`src/rtl/gae_pkg.sv`:
```
// gae_pkg: shared widths, register indexes and reset values for the
// gradient anchor extraction block. No dependencies.
package gae_pkg;

    localparam int GRAD_W = 11;   // signed sobel derivative
    localparam int MAG_W  = 11;   // gradient magnitude
    localparam int CFG_W  = 11;   // widest configuration register
    localparam int STEP_W = 8;    // grid step and grid phases
    localparam int SZ_W   = 13;   // frame sizes and position compares
    localparam int POS_W  = 10;   // reported anchor row and column
    localparam int IDX_W  = 3;    // configuration register index

    localparam logic [IDX_W-1:0] REG_PROPOSAL_THRESHOLD = 3'd0;
    localparam logic [IDX_W-1:0] REG_ANCHOR_STEP        = 3'd1;
    localparam logic [IDX_W-1:0] REG_ANCHOR_MARGIN      = 3'd2;
    localparam logic [IDX_W-1:0] REG_FRAME_WIDTH        = 3'd3;
    localparam logic [IDX_W-1:0] REG_FRAME_HEIGHT       = 3'd4;

    localparam logic [MAG_W-1:0]  RST_PROPOSAL_THRESHOLD = 11'd36;
    localparam logic [STEP_W-1:0] RST_ANCHOR_STEP        = 8'd1;
    localparam logic [MAG_W-1:0]  RST_ANCHOR_MARGIN      = 11'd8;
    localparam logic [CFG_W-1:0]  RST_FRAME_WIDTH        = 11'd640;
    localparam logic [CFG_W-1:0]  RST_FRAME_HEIGHT       = 11'd480;

endpackage

```
`src/rtl/gae_scan_ctrl.sv`:
```
// gae_scan_ctrl: raster position counters and anchor grid phases.
// Uses gae_pkg for widths.
module gae_scan_ctrl #(
    parameter int MAX_WIDTH  = 1024,
    parameter int MAX_HEIGHT = 1024,
    parameter int AW         = 10,
    parameter int RW         = 10
) (
    input  logic                       aclk,
    input  logic                       aresetn,
    input  logic                       advance,
    input  logic                       frame_start,
    input  logic [gae_pkg::CFG_W-1:0]  frame_width,
    input  logic [gae_pkg::CFG_W-1:0]  frame_height,
    input  logic [gae_pkg::STEP_W-1:0] anchor_step,
    output logic [AW-1:0]              col,
    output logic [RW-1:0]              row,
    output logic                       on_grid
);

    localparam int SZ_W   = gae_pkg::SZ_W;
    localparam int STEP_W = gae_pkg::STEP_W;

    logic [AW-1:0]     col_reg, col_next, col_cur;
    logic [RW-1:0]     row_reg, row_next, row_cur;
    logic [STEP_W-1:0] cph_reg, cph_next, cph_cur;
    logic [STEP_W-1:0] rph_reg, rph_next, rph_cur;
    logic [STEP_W-1:0] step_eff;
    logic [SZ_W-1:0]   width_eff, height_eff, col_ext, row_ext, row_inc;
    logic              last_col;

    function automatic logic [SZ_W-1:0] clamp_size(input logic [gae_pkg::CFG_W-1:0] v,
                                                   input logic [SZ_W-1:0] hi);
        logic [SZ_W-1:0] ve;
        ve = SZ_W'(v);
        if (ve < SZ_W'(3)) begin
            return SZ_W'(3);
        end else if (ve > hi) begin
            return hi;
        end
        return ve;
    endfunction

    function automatic logic [STEP_W-1:0] phase_inc(input logic [STEP_W-1:0] p,
                                                   input logic [STEP_W-1:0] step);
        logic [STEP_W:0] p1;
        p1 = {1'b0, p} + (STEP_W+1)'(1);
        return (p1 >= {1'b0, step}) ? '0 : p1[STEP_W-1:0];
    endfunction

    always_comb begin
        step_eff   = (anchor_step == '0) ? STEP_W'(1) : anchor_step;
        width_eff  = clamp_size(frame_width, SZ_W'(MAX_WIDTH));
        height_eff = clamp_size(frame_height, SZ_W'(MAX_HEIGHT));

        col_cur = frame_start ? '0 : col_reg;
        row_cur = frame_start ? '0 : row_reg;
        cph_cur = frame_start ? '0 : cph_reg;
        rph_cur = frame_start ? '0 : rph_reg;

        col_ext  = SZ_W'(col_cur);
        row_ext  = SZ_W'(row_cur);
        row_inc  = row_ext + SZ_W'(1);
        last_col = (col_ext + SZ_W'(1)) >= width_eff;

        if (last_col) begin
            col_next = '0;
            cph_next = '0;
            row_next = (row_inc >= height_eff) ? '0 : RW'(row_inc);
            rph_next = (row_next == RW'(2)) ? '0 : phase_inc(rph_cur, step_eff);
        end else begin
            col_next = AW'(col_ext + SZ_W'(1));
            cph_next = (col_next == AW'(1)) ? '0 : phase_inc(cph_cur, step_eff);
            row_next = row_cur;
            rph_next = rph_cur;
        end

        // decided pixel sits one row up and must keep a one-pixel border
        on_grid = (row_ext >= SZ_W'(2)) && (row_inc <= height_eff) &&
                  (col_ext >= SZ_W'(1)) && ((col_ext + SZ_W'(2)) <= width_eff) &&
                  (rph_cur == '0) && (cph_cur == '0);
    end

    always_ff @(posedge aclk) begin
        if (!aresetn) begin
            col_reg <= '0;
            row_reg <= '0;
            cph_reg <= '0;
            rph_reg <= '0;
        end else if (advance) begin
            col_reg <= col_next;
            row_reg <= row_next;
            cph_reg <= cph_next;
            rph_reg <= rph_next;
        end
    end

    assign col = col_cur;
    assign row = row_cur;

endmodule

```
`config.mk`:
```
export PLATFORM = sky130hd
export DESIGN_NAME = gae_scan_ctrl
export DESIGN_NICKNAME = d
export VERILOG_FILES = /design/src/rtl/gae_pkg.sv /design/src/rtl/gae_scan_ctrl.sv
export SDC_FILE = /design/constraint.sdc
export NUM_CORES = 1
export LEC_CHECK = 0
export ABC_CLOCK_PERIOD_IN_PS = 12900
export BUFFER_PORTS_ARGS = -buffer_cell sky130_fd_sc_hd__buf_2
export CORE_UTILIZATION = 53
export DETAILED_ROUTE_END_ITERATION = 8
export PLACE_DENSITY = 0.83
export REMOVE_ABC_BUFFERS = 1
export SLEW_MARGIN = 10
export SYNTH_ARGS = -nofsm -noshare
export SYNTH_HDL_FRONTEND = slang
export SYNTH_SLANG_ARGS = --single-unit
```
`constraint.sdc`:
```
create_clock -name aclk -period 12.9 [get_ports aclk]
set_input_delay 1.935 -clock aclk [delete_from_list [all_inputs] [get_ports aclk]]
set_output_delay 1.935 -clock aclk [all_outputs]
set_load 0.05 [all_outputs]
```
==> results by group <==
GRT
  – Grt ovf: 0
  – Vias in the first global route: 3633
  – Initial antenna violation count: 0
  – Largest net degree at the start of global routing: 56
  – GR Util All Layers: a little over a quarter
  – First-pass GRT wire length: approximately 17000 µm

Synth
  – Post-Syn Instances: 495
  – Most used DFF post-synth: dfxtp_1
  – Warnings from Yosys: 0
  – Synth Register Bits: 36
  – Post-synth ARST share: 0%
  – Sequential fraction of the synthesis area: between 10% and 20%
  – Synth area leader: ha_1
  – Yosys cell types: 55
  – Synth top area share: between 10% and 20%
  – Avg Cell Area, Syn: ~7.8 µm²
  – Post-synth EDFFs: 0
  – Mapped Area: roughly 3900 µm²
  – Synth area leaders: ha_1 (19%), dfxtp_1 (19%), nor2_1 (5.0%)

Clock network
  – Setup Buffers After CTS: 0
  – Total CTS buffers: 5
  – Root Buffer: clkbuf_8
  – Clock Path Buffers: 2
  – Post_cts resized: 0
  – TritonCTS Sinks: 36
  – Clock Latency Late Sink: approximately 0.3 ns
  – CTS clk-pin slew, worst paths: 0.07 ns
  – H-tree levels: 2
  – CTS tree: yes
  – CTS Hold Bufs: 0

Worst hold path
  – Hold wc startpoint: rph_reg[1]
  – WHS Path Cells: 1
  – Hold Crit Class: reg2reg
  – Hold Path End: rph_reg[1]

Critical path
  – Worst path max stage delay: 0.56 ns
  – CP cell instances: buf_2 -> buf_4 -> nand2b_1 -> inv_1 -> ha_1 -> nand3_2 -> or4_4 -> xnor2_4 -> ha_1 -> a21o_1 -> a21o_1 -> a211oi_1 -> a21oi_1 -> nor4_1 -> buf_2
  – Crit Path Category: in2out
  – Critical Path Slowest Stage Cell: or4_4
  – RR Endpoint: rph_reg[4]
  – R2R depth: 12
  – CP endpoint kind: primary output
  – Crit path DAT: about 5.5 ns
  – Flop2flop setup slack: 8.81 ns
  – Worst EP required: 10.97 ns
  – Startpoint Class: input pin
  – Worst r2r src: col_reg[2]
  – Critical path peak fanout: 55

Timing
  – Fin crit period: 7.48 ns
  – Relative slew slack: 48.7%
  – Least-Margin Pin Slew: 0.769 ns
  – Final hold violations: 0
  – Final TNS setup: 0 ns
  – Peak Freq: 134 MHz
  – Final period utilization: between 50% and 60%
  – Skew final: 0.00826 ns
  – Final count of pins violating max slew: 0
  – Final setup vio count: 0
  – PnR worst setup slack: between 5 and 6 ns
  – RSZ-0062 raised after global routing: false

Routing
  – 1st-iter DRT viols: approximately 330
  – Vias: 3826
  – Final wirelength: 9930 µm
  – WL/cell: ~16 µm
  – DR pass1 iterations: 5
  – Number of remaining DRC errors: 0
  – ANT nets after route: 0
  – Drt via density: 6.02

Place
  – Setup WS pre-CTS: 5.42 ns
  – PortBufs: between 50 and 60
  – Detailed placer's ending HPWL: 7710 µm
  – Final GP Congestion: about 0.91

Die
  – Starting density of the core: a little under three fifths
  – Die W: around 87 µm
  – Rows: 30
  – Die Area: 7610 µm²
  – IO Count: between 50 and 60
  – Core area: 6910 µm²
  – Die Height: 87.3 µm

Cells and area
  – # fillers: approximately 620
  – Net count, final: 632
  – Area Overhead vs Synth: 11.1%
  – Share of layout cells above drive strength 1: 13.9%
  – Fin util: 62.0%
  – Inserted Diodes: 0

Power and ir drop
  – Max IR drop VDD: 0.0479 mV
  – Cell Pwr Density: a little under 60 nW/µm²
  – Leakage: ~0.0021 µW

Run
  – Max cap viols: 0

Outcome
  – Status: finished clean
worst max-delay path by stage:
stage,depth (start not counted),end,from
2_1_floorplan,11,on_grid,frame_start
3_3_place_gp,15,on_grid,frame_start
3_5_place_dp,15,on_grid,frame_start
4_1_cts,15,on_grid,frame_start
5_1_grt,15,on_grid,frame_start
6_report,15,on_grid,frame_start
critical path: cells and delay by family:
kind                       cells  cell delay (ns)
buffers and inverters          4             0.80
AOI/OAI and AO/OA              4             0.82
adders and majority gates      2             0.57
and+or+nand+nor                4             1.26
xor gates and xnor gates       1             0.16
cell families after synthesis:
group | after synthesis | synth area share (%)
simple gates | 213 | 29.2
compound gates | 102 | 19.3
fa+ha+maj | 59 | 19.2
buf+inv | 50 | 5.16
flops | 36 | 18.7
xor+xnor | 34 | 8.22
mux | 1 | 0.292
cells in the final DEF (no fill, tap or decap), types with 2 or more instances in the layout:
| cell | Yosys | final |
|---|---|---|
| a211oi_1 | 6 | 6 |
| a21boi_0 | 3 | 3 |
| a21o_1 | 9 | 9 |
| a21oi_1 | 26 | 26 |
| a221oi_1 | 2 | 2 |
| a22o_1 | 17 | 17 |
| a31oi_1 | 2 | 2 |
| a32o_1 | 7 | 7 |
| a41o_1 | 2 | 2 |
| and2_1 | 3 | 3 |
| and3_1 | 2 | 2 |
| buf_2 | 9 | 54 |
| clkbuf_8 | 0 | 5 |
| dfxtp_1 | 36 | 36 |
| ha_1 | 59 | 59 |
| inv_1 | 32 | 32 |
| nand2_1 | 37 | 37 |
| nand2b_1 | 21 | 21 |
| nand2b_4 | 2 | 2 |
| nand3_1 | 17 | 17 |
| nand4_1 | 12 | 12 |
| nor2_1 | 51 | 50 |
| nor2b_1 | 26 | 26 |
| nor3_1 | 8 | 8 |
| nor4_1 | 18 | 18 |
| o21ai_0 | 12 | 12 |
| o22ai_1 | 3 | 3 |
| o31ai_1 | 3 | 3 |
| or3_1 | 3 | 3 |
| or4_1 | 2 | 2 |
| xnor2_1 | 18 | 18 |
| xor2_1 | 15 | 15 |
cell type report:
cell class / instances / area, µm² / area share (%)
inverter: 32 / 120 / 2.81
tap: 96 / 120 / 2.81
timing repair buffer: 55 / 278 / 6.49
clock inverter: 2 / 35.0 / 0.818
sequential: 36 / 721 / 16.8
multi-input combinational: 409 / 2940 / 68.6
clock buffer: 6 / 72.6 / 1.69
power by group:
part | switching [µW] | total [µW] | internal, µW | leakage (µW)
Sequential | 0.728 | 112 | 112 | 0.000290
Clock | 42.1 | 99.4 | 57.4 | 0.0000552
Combinational | 25.8 | 41.5 | 15.6 | 0.00174
Total | 68.6 | 253 | 185 | 0.00209
routing by layer:
layer | routed length, µm | vias up | track usage (%)
li1 | - | 1878 | -
met1 | 4330 | 1785 | 34.0
met2 | 4830 | 141 | 48.2
met3 | 580 | 22 | 5.59
met4 | 189 | 0 | 7.60
met5 | 0 | - | 0
stage by stage:
stage / total power [µW] / cell area (µm²) / cells / hold slack, ns
3_5_place_dp: 156 / 4170 / 628 / 0.499
5_1_grt: 265 / 4280 / 636 / 0.550
2_1_floorplan: 138 / 3770 / 477 / 0.474
4_1_cts: 254 / 4280 / 636 / 0.519
3_3_place_gp: 154 / 4170 / 628 / 0.493
6_report: 253 / 4280 / 636 / 0.516
cells in the mapped netlist, drive strengths merged, types with 2 or more instances:
cell type and count:
nor3 8, nand4 12, a221oi 2, a211oi 7, buf 9, a32o 7, and3 2, a31oi 2
a21boi 3, a22o 17, nand3 18, inv 32, xor2 15, a21o 9, xnor2 19, a21oi 26
nand2 38, o21ai 13, nor2b 27, nor2 51, or3 3, ha 59, nor4 19, clkbuf 9
and2 3, o31ai 3, dfxtp 36, a41o 2, o22ai 3, nand2b 23, or4 3
Note: power is estimated with default switching activity, not from simulation.
